## config.mk

```make
export PLATFORM = sky130hd
export DESIGN_NAME = midi_channel_message_parser
export DESIGN_NICKNAME = d
export VERILOG_FILES = /design/src/sv/mcmp_pkg.sv /design/src/sv/midi_channel_message_parser.sv
export SDC_FILE = /design/constraint.sdc
export NUM_CORES = 1
export LEC_CHECK = 0
export BUFFER_PORTS_ARGS = -buffer_cell sky130_fd_sc_hd__buf_2
export CORE_ASPECT_RATIO = 1.1
export CORE_MARGIN = 3
export CORE_UTILIZATION = 54
export DETAILED_ROUTE_END_ITERATION = 8
export PLACE_DENSITY = 0.77
export SETUP_SLACK_MARGIN = 0.05
export SLEW_MARGIN = 10
export SYNTH_ARGS = -nofsm -noshare
export SYNTH_HDL_FRONTEND = slang
export SYNTH_SLANG_ARGS = --single-unit
```

## constraint.sdc

```tcl
create_clock -name aclk -period 4.1 [get_ports aclk]
set_input_delay 0.205 -clock aclk [delete_from_list [all_inputs] [get_ports aclk]]
set_output_delay 0.205 -clock aclk [all_outputs]
set_load 0.03 [all_outputs]
```

## src/sv/mcmp_pkg.sv

```systemverilog
// Types, constants and decode functions for the MIDI channel message parser.
package mcmp_pkg;

    localparam int S_DATA_W = 8;
    localparam int M_DATA_W = 24;

    typedef enum logic [1:0] {
        KIND_NOTE_ON  = 2'd0,
        KIND_NOTE_OFF = 2'd1,
        KIND_CONTROL  = 2'd2,
        KIND_OTHER    = 2'd3
    } kind_t;

    // Upper nibbles of interest
    localparam logic [3:0] HI_NOTE_OFF = 4'h8;
    localparam logic [3:0] HI_NOTE_ON  = 4'h9;
    localparam logic [3:0] HI_CONTROL  = 4'hB;
    localparam logic [3:0] HI_PROGRAM  = 4'hC;
    localparam logic [3:0] HI_PRESSURE = 4'hD;
    localparam logic [3:0] HI_SYSTEM   = 4'hF;

    localparam logic [7:0] REALTIME_MIN = 8'hF8;

    function automatic logic [1:0] data_count_for(input logic [7:0] status);
        logic [3:0] hi;
        hi = status[7:4];
        if (hi == HI_PROGRAM || hi == HI_PRESSURE) begin
            return 2'd1;
        end
        return 2'd2;
    endfunction

    function automatic kind_t kind_of(input logic [7:0] status, input logic [6:0] second);
        logic [3:0] hi;
        hi = status[7:4];
        if (hi == HI_NOTE_ON && second != 7'd0) begin
            return KIND_NOTE_ON;
        end
        if (hi == HI_NOTE_OFF || hi == HI_NOTE_ON) begin
            return KIND_NOTE_OFF;
        end
        if (hi == HI_CONTROL) begin
            return KIND_CONTROL;
        end
        return KIND_OTHER;
    endfunction

endpackage

```

## src/sv/midi_channel_message_parser.sv

```systemverilog
// MIDI channel message parser: running-status byte assembler.
// A byte passes through the input register, then its message lands in the result register.
// Throughput: one byte per cycle while m_tready stays high. A waiting result holds the parser,
// so one more byte fits in the input register and the next one waits for m_tready.
// Reset (aresetn low, synchronous): both registers empty, running status cleared.
module midi_channel_message_parser (
    input  logic                            aclk,
    input  logic                            aresetn,
    input  logic                            s_tvalid,
    output logic                            s_tready,
    input  logic [mcmp_pkg::S_DATA_W-1:0]   s_tdata,   // [7:0] rx_byte
    output logic                            m_tvalid,
    input  logic                            m_tready,
    output logic [mcmp_pkg::M_DATA_W-1:0]   m_tdata,   // [7:0] status_byte, [14:8] first_data,
                                                       // [21:15] second_data, [23:22] zero
    output mcmp_pkg::kind_t                 m_tuser    // [1:0] message_kind
);
    import mcmp_pkg::*;

    // input register
    logic       in_valid_reg, in_valid_next;
    logic [7:0] in_byte_reg;

    // parser state
    logic [7:0] rs_reg, rs_next;
    logic [1:0] held_reg, held_next;
    logic [1:0] need_reg, need_next;
    logic [6:0] hold0_reg, hold0_next;
    logic [6:0] hold1_reg, hold1_next;

    // result register
    logic       out_valid_reg, out_valid_next;
    logic [7:0] out_status_reg;
    logic [6:0] out_first_reg;
    logic [6:0] out_second_reg;
    kind_t      out_kind_reg;

    logic       advance;
    logic       emit;
    logic [1:0] held_tmp;
    logic [6:0] hold0_tmp;
    logic [6:0] hold1_tmp;
    logic [6:0] second;

    assign advance  = in_valid_reg && (!out_valid_reg || m_tready);
    assign s_tready = !in_valid_reg || advance;

    always_comb begin
        in_valid_next = in_valid_reg;
        if (s_tvalid && s_tready) begin
            in_valid_next = 1'b1;
        end else if (advance) begin
            in_valid_next = 1'b0;
        end
    end

    always_comb begin
        rs_next    = rs_reg;
        held_next  = held_reg;
        need_next  = need_reg;
        hold0_next = hold0_reg;
        hold1_next = hold1_reg;
        emit       = 1'b0;
        held_tmp   = held_reg;
        hold0_tmp  = hold0_reg;
        hold1_tmp  = hold1_reg;
        second     = 7'd0;
        if (advance) begin
            if (in_byte_reg >= REALTIME_MIN) begin
                // real-time byte: state untouched
            end else if (in_byte_reg[7]) begin
                if (in_byte_reg[7:4] == HI_SYSTEM) begin
                    rs_next   = 8'd0;
                    held_next = 2'd0;
                    need_next = 2'd0;
                end else begin
                    rs_next   = in_byte_reg;
                    held_next = 2'd0;
                    need_next = data_count_for(in_byte_reg);
                end
            end else if (rs_reg != 8'd0 && need_reg != 2'd0) begin
                if (held_reg < 2'd2) begin
                    if (held_reg[0]) begin
                        hold1_tmp = in_byte_reg[6:0];
                    end else begin
                        hold0_tmp = in_byte_reg[6:0];
                    end
                    held_tmp = held_reg + 2'd1;
                end
                hold0_next = hold0_tmp;
                hold1_next = hold1_tmp;
                if (held_tmp >= need_reg) begin
                    emit      = 1'b1;
                    held_next = 2'd0;
                    second    = (need_reg > 2'd1) ? hold1_tmp : 7'd0;
                end else begin
                    held_next = held_tmp;
                end
            end
        end
    end

    always_comb begin
        out_valid_next = out_valid_reg;
        if (advance) begin
            out_valid_next = emit;
        end else if (m_tready) begin
            out_valid_next = 1'b0;
        end
    end

    always_ff @(posedge aclk) begin
        if (!aresetn) begin
            in_valid_reg  <= 1'b0;
            out_valid_reg <= 1'b0;
            rs_reg        <= 8'd0;
            held_reg      <= 2'd0;
            need_reg      <= 2'd0;
            hold0_reg     <= 7'd0;
            hold1_reg     <= 7'd0;
        end else begin
            in_valid_reg  <= in_valid_next;
            out_valid_reg <= out_valid_next;
            rs_reg        <= rs_next;
            held_reg      <= held_next;
            need_reg      <= need_next;
            hold0_reg     <= hold0_next;
            hold1_reg     <= hold1_next;
        end
    end

    always_ff @(posedge aclk) begin
        if (s_tvalid && s_tready) begin
            in_byte_reg <= s_tdata;
        end
        if (emit) begin
            out_status_reg <= rs_reg;
            out_first_reg  <= hold0_tmp;
            out_second_reg <= second;
            out_kind_reg   <= kind_of(rs_reg, second);
        end
    end

    assign m_tvalid = out_valid_reg;
    assign m_tdata  = {2'b00, out_second_reg, out_first_reg, out_status_reg};
    assign m_tuser  = out_kind_reg;

endmodule

```

==> summary.md, run 1 <==
| Metric | Value |
|---|---|
| Hold-fix buffers, CTS | `0` |
| Drt total wl | `roughly 4500 um` |
| Resize count post-CTS | `0` |
| Setup repair bufs after CTS | `0` |
| Vias | `~1.7k` |
| Asr flop ratio synth | `0%` |
| Fin. max-slew vios | `0` |
| Ports | `40` |
| Distinct cells, synth | `47` |
| Sw power | `~260 uW` |
| EDFF count, synth | `32` |
| Pwr/cell area | `401 nW/um^2` |
| Crit path required time | `about 4.2 ns` |
| Setup Crit Path Kind | `reg2reg` |
| Post-Syn Area | `2540 um^2` |
| Die area | `5570 um^2` |
| Worst skew pair latency | `0.33 ns` |
| Mapped Cells | `roughly 210` |
| Initial core utilization | `between 50 and 60%` |
| Pin slew with the least headroom to its limit | `0.542 ns` |
| Final Cycle Share | `55.9%` |
| Comb power frac | `4.6%` |
| Initial antenna violation count | `0` |
| Final Hold Violating Endpoints | `0` |
| Die Width | `about 71 um` |
| Worst vdd ir | `around 0.3 mV` |
| Area grow syn2layout | `13.5%` |
| GRT Overall Usage | `18.5%` |
| Syn avg cell area | `12.2 um^2` |
| Worst EP arrival | `roughly 2.4 ns` |
| Sequential power share | `57.5%` |
| Max cap viols | `0` |
| Post-DR vias/cell | `5.52` |
| Max Freq | `between 400 and 500 MHz` |
| Core ar. | `around 4400 um^2` |
| HP Class | `in2reg` |
| Layout Skew | `0.00667 ns` |
| Ys Warns | `0` |
| Share of cells above drive strength 1 | `28.5%` |
| Crit Path Max Fanout | `8` |
| Post-DP HPWL | `3080 um` |
| Antenna Cells | `0` |
| # DRC | `0` |
| Synth area leaders | `edfxtp_1 38%, dfxtp_1 22%, nand2_1 6.5%` |
| Leading area contributor after synthesis | `edfxtp_1` |
| CTS root buffer | `clkbuf_8` |
| Crit end category | `flop` |
| Crit path time final | `approximately 2.3 ns` |
| Max-slew headroom | `63.9%` |
| CTS H-Tree Depth | `3` |
| CTS Sinks | `60` |
| Layout Cells excl Fill | `303` |
| Inst Count DP | `287` |
| Initial drt markers | `88` |
| Synth Flop Type | `edfxtp_1` |
| Longest Clk Path Bufs | `2` |
| Internal Power | `897 uW` |
| Final nets | `259` |
| Cell leakage power | `approximately 1.2 nW` |
| Top-area cell type share of the netlist area | `37.8%` |
| CP Launch Type | `flop` |
| Sequential area share after synthesis | `59.9%` |
| Largest net degree at the start of global routing | `32` |
| GP Congestion | `0.850` |
| Post-Route Setup TNS | `0 ns` |
| Vias in the first global route | `between 1.5k and 2k` |
| Cts bufs inserted | `9` |
| Die H | `78.0 um` |
| Final setup vio count | `0` |
| # port buffers | `37` |
| Routed WL per cell | `14.9 um` |
| Post-synthesis sequential element count | `60` |
| Sw Ratio | `22.3%` |
| Clock power frac | `38.0%` |
| CTS tree | `built` |
| Row Count | `25` |
| RSZ-0062 raised after global routing | `false` |
| Status | `completed` |
| First-pass GRT wire length | `slightly below 8000 um` |
| Antenna Violating Nets Remaining | `0` |
| CTS clock-pin slew for the worst setup and hold paths | `0.06 ns` |
| Pre-antenna DRT Iters | `4` |
| Congestion Overflow GR | `0` |
[routing by layer]
layer	wire (um)	track usage, %
met1	2020	23.1
met2	2150	28.4
met3	242	4.79
met4	95	11.1
met5	0	0
[worst max-delay path, stage by stage (launching register included)]
cell      delay [ns]
dfxtp_1         0.36
inv_1           0.08
ha_1            0.32
ha_1            0.27
nand2b_1        0.09
a21oi_1         0.11
or3_1           0.50
o2bb2a_1        0.32
[cells in the mapped netlist (2+ instances only)]
master / instances
nor4_1: 2
inv_1: 6
nor2b_1: 2
o22ai_1: 2
nand2b_1: 2
mux2i_1: 14
nand3_1: 3
dfxtp_1: 28
buf_4: 3
mux2_4: 3
and2_1: 2
edfxtp_1: 32
a2111o_1: 2
mux2_2: 4
buf_6: 3
a22o_1: 6
nand2_1: 44
buf_2: 2
ha_1: 3
clkbuf_1: 5
o311a_2: 2
nor4_2: 2
nor3_1: 2
nor2_1: 3
a21oi_1: 9
[final timing paths]
kind	slack, ns	cells past startpoint	start	endpoint
worst max-delay path	1.81	7	held_reg[0]$_SDFFE_PN0P_	m_tuser[0]$_SDFFCE_PP0P_
worst min-delay path	0.05	1	s_tdata[3]	in_byte_reg[3]$_DFFE_PP_
worst max register to register	1.81	7	held_reg[0]$_SDFFE_PN0P_	m_tuser[0]$_SDFFCE_PP0P_
worst min register to register	0.46	2	hold0_reg[4]$_SDFF_PN0_	hold0_reg[4]$_SDFF_PN0_
[power by group through the flow]
stage / logic, mW / clock network [mW] / registers [mW]
6_report: 0.0526 / 0.439 / 0.664
3_3_place_gp: 0.0513 / 0 / 0.676
3_5_place_dp: 0.0523 / 0 / 0.676
4_1_cts: 0.0525 / 0.448 / 0.664
5_1_grt: 0.0586 / 0.479 / 0.665
2_1_floorplan: 0.0488 / 0 / 0.667
[layout make-up]
cell class	instances	area, um^2
timing repair buffer	38	193
clock inverter	3	13.8
tap	54	67.6
sequential	60	1520
multi-input combinational	129	917
fill	340	1530
inverter	6	22.5
clock buffer	13	149
[logic make-up (layout without fill, tap and decap cells)]
logic type,after synthesis,after routing,synth area share (%)
other,1,2,0.148
adders and majority gates,3,3,1.48
AOI/OAI and AO/OA,28,28,9.45
buffers and inverters,20,60,4.38
and+or+nand+nor,75,75,15.6
DFF,60,60,59.9
muxes,21,21,9.06
[placed cells by master (no fill, tap or decap), types with 2 or more instances in the layout]
master / n
clkinv_2: 2
ha_1: 3
o311a_2: 2
a21oi_1: 9
nand2_1: 44
nor3_1: 2
mux2_2: 4
buf_2: 37
edfxtp_1: 32
conb_1: 2
clkbuf_1: 3
nor2b_1: 2
and2_1: 2
nor4_2: 2
clkbuf_8: 10
o22ai_1: 2
a22o_1: 6
mux2i_1: 14
mux2_4: 3
a2111o_1: 2
inv_1: 6
nand2b_1: 2
dfxtp_1: 28
nor2_1: 3
nor4_1: 2
nand3_1: 3
[through the flow]
step	hold WS, ns	setup WS [ns]	power [mW]	cell area [um^2]	utilization (%)
after global routing	0.0276	1.66	1.20	2880	65.4
after global placement	0.381	1.90	0.727	2720	61.7
after CTS	0.0319	1.81	1.16	2880	65.4
final	0.0454	1.81	1.16	2880	65.4
after floorplan	0.304	0.638	0.715	2540	-
after detailed placement	0.383	1.81	0.729	2720	61.7
Note: power is estimated with default switching activity, not from simulation.
==> run 2: changes to the inputs <==
==> constraint.sdc (replaced) <==
create_clock -name aclk -period 2.2 [get_ports aclk]
set_input_delay 0.11 -clock aclk [delete_from_list [all_inputs] [get_ports aclk]]
set_output_delay 0.11 -clock aclk [all_outputs]
set_load 0.03 [all_outputs]
==> summary.md, run 2 (synthesis results as in run 1) <==
| Metric | Value |
|---|---|
| Antenna Violating Nets Remaining | `0 (unchanged)` |
| CTS clock-pin slew for the worst setup and hold paths | `0.06 ns (about the same)` |
| CP Launch Type | `flop` |
| Vias | `1760 (+5.1%)` |
| Worst EP arrival | `2.15 ns (-0.22 ns)` |
| Crit-path cells | `inv_1, ha_1, ha_1, nand2b_1, a21oi_2, or3_1, o2bb2a_1` |
| Longest Clk Path Bufs | `2 (unchanged)` |
| Cts bufs inserted | `9 (unchanged)` |
| Fin. max-slew vios | `0 (unchanged)` |
| # port buffers | `37 (unchanged)` |
| Post-DP HPWL | `3260 um (+5.7%)` |
| Die Width | `71.4 um (unchanged)` |
| Congestion Overflow GR | `0 (unchanged)` |
| Drt total wl | `5020 um (+11%)` |
| CTS root buffer | `clkbuf_8` |
| Buf/Inv on CP | `1 (unchanged)` |
| Layout Cells excl Fill | `321 (+5.9%)` |
| Inst Count DP | `297 (+3.5%)` |
| Area grow syn2layout | `20.1%` |
| Commonest cells after routing, fill and taps aside | `44 x nand2_1, 37 x buf_2, 32 x edfxtp_1, 26 x dfxtp_1, 14 x mux2i_1` |
| Hold Slack | `0.0441 ns (-0.00129 ns)` |
| CTS tree | `built` |
| Layout Utilization | `69.2% (+3.8 points)` |
| Routed WL per cell | `15.6 um (+5.2%)` |
| Worst hold path endpoint | `in_valid_reg$_SDFFE_PN0P_` |
| Initial drt markers | `208 (+140%)` |
| CTS H-Tree Depth | `3 (unchanged)` |
| Initial antenna violation count | `0 (unchanged)` |
| Antenna Cells | `0 (unchanged)` |
| Vias in the first global route | `1666 (+2.1%)` |
| Crit path time final | `2.06 ns (-0.231 ns)` |
| Crit path required time | `2.28 ns (-1.90 ns)` |
| Largest net degree at the start of global routing | `32 (unchanged)` |
| Critical path's largest stage delay | `0.36 ns (-0.14 ns)` |
| Initial core utilization | `57.6% (unchanged)` |
| Commonest non-fill, non-tap cell in the layout | `nand2_1` |
| Hold Startpoint | `s_tvalid` |
| Post-Route Setup TNS | `0 ns (unchanged)` |
| Die H | `78.0 um (unchanged)` |
| R2R Setup Slk | `0.14 ns (-1.67 ns)` |
| Most used cell, CP | `ha_1` |
| GP Congestion | `0.873 (+2.7%)` |
| Fill cells | `334 (-1.8%)` |
| # DRC | `0 (unchanged)` |
| Final Cycle Share | `93.6% (+38 points)` |
| Final Hold Violating Endpoints | `0 (unchanged)` |
| Crit end category | `flop` |
| Crit-path leading delay family | `adder cells` |
| WP depth | `7 (unchanged)` |
| Core ar. | `4410 um^2 (unchanged)` |
| Layout Skew | `0.00851 ns (+0.00184 ns)` |
| Post-DR vias/cell | `5.48 (-0.76%)` |
| Final setup vio count | `0 (unchanged)` |
| CTS Sinks | `60 (unchanged)` |
| Design Area, Final | `3050 um^2 (+5.9%)` |
| Max cap viols | `0 (unchanged)` |
| Row Count | `25 (unchanged)` |
| RSZ-0062 raised after global routing | `false` |
| Crit Path Max Fanout | `5 (-3)` |
| Reg2Reg Depth | `7 (unchanged)` |
| Max Freq | `485 MHz (+11%)` |
| HP Class | `in2reg` |
| Placed Area | `2810 um^2 (+3.2%)` |
| Pin slew with the least headroom to its limit | `0.552 ns (+0.0104 ns)` |
| Pre-antenna DRT Iters | `4 (unchanged)` |
| Pwr/cell area | `715 nW/um^2 (+79%)` |
| Resize count post-CTS | `0 (unchanged)` |
| Worst skew pair latency | `0.33 ns (about the same)` |
| Final nets | `277 (+6.9%)` |
| Reg2Reg Launch Point | `held_reg[1]$_SDFFE_PN0P_` |
| Max-slew headroom | `63.2% (-0.69 points)` |
| Cell leakage power | `1.27 nW (+7.4%)` |
| First-pass GRT wire length | `8140 um (+5.7%)` |
| Ports | `40 (unchanged)` |
| GRT Overall Usage | `19.6% (+1.1 points)` |
| WHS Path Cells | `3 (+2)` |
| Setup Crit Path Kind | `reg2reg` |
| Share of cells above drive strength 1 | `31.8% (+3.3 points)` |
| Slowest-stage cell, CP | `dfxtp_2` |
| Reg-to-Reg End | `m_tuser[0]$_SDFFCE_PP0P_` |
| Status | `completed` |
| Die area | `5570 um^2 (unchanged)` |
| Worst vdd ir | `0.481 mV (+57%)` |
run 2: cell types whose count changed in the layout (fill, tap and decap cells not counted):
cell	delta
a21oi_1	-1
a21oi_2	+1
buf_4	+10
clkinv_1	-1
clkinv_2	+1
dfxtp_1	-2
dfxtp_2	+2
dlygate4sd3_1	+8
nor3b_2	-1
nor3b_4	+1
run 2: routing by layer:
metal	routed length (um)	vias to the layer above	global-route usage [%]
met3	333	9	5.70
met1	2110	810	24.3
met2	2470	81	30.5
li1	-	860	-
met5	0	-	0
met4	102	0	10.5
run 2: worst max path at each step:
stage	to	start
5_1_grt	m_tuser[0]$_SDFFCE_PP0P_	held_reg[1]$_SDFFE_PN0P_
6_report	m_tuser[0]$_SDFFCE_PP0P_	held_reg[1]$_SDFFE_PN0P_
3_3_place_gp	m_tuser[0]$_SDFFCE_PP0P_	held_reg[1]$_SDFFE_PN0P_
3_5_place_dp	m_tuser[0]$_SDFFCE_PP0P_	held_reg[1]$_SDFFE_PN0P_
2_1_floorplan	m_tuser[0]$_SDFFCE_PP0P_	held_reg[1]$_SDFFE_PN0P_
4_1_cts	m_tuser[0]$_SDFFCE_PP0P_	held_reg[1]$_SDFFE_PN0P_
run 2: layout make-up:
class	instances	area, um^2	area share, %
Clock buffer	13	149	4.88
Clock inverter	3	15.0	0.492
Inverter	6	22.5	0.738
Multi-Input combinational cell	129	927	30.4
Sequential cell	60	1520	49.9
Tap cell	54	67.6	2.21
Timing Repair Buffer	56	348	11.4
run 2: per-stage QoR:
step / setup slack (ns) / power [mW]
floorplan: -0.00836 / 1.34
global placement: 0.186 / 1.37
detailed placement: 0.134 / 1.37
CTS: 0.138 / 2.20
global route: 0.0600 / 2.28
finish: 0.140 / 2.18
run 2: where the power goes:
part / switching (mW) / internal, mW
Clock: 0.390 / 0.434
Sequential: 0.0279 / 1.20
Combinational: 0.0748 / 0.0576
Total: 0.493 / 1.69
run 2: worst min-delay path, delay by kind of cell:
kind            cells  cell delay, ns
simple gates        1            0.10
buf+inv             1            0.08
compound gates      1            0.04
run 2: timing repair:
item,4_1_cts,5_1_grt
hold buffers,8,0
setup buffers,0,0
endpoints found under the hold margin,8,0
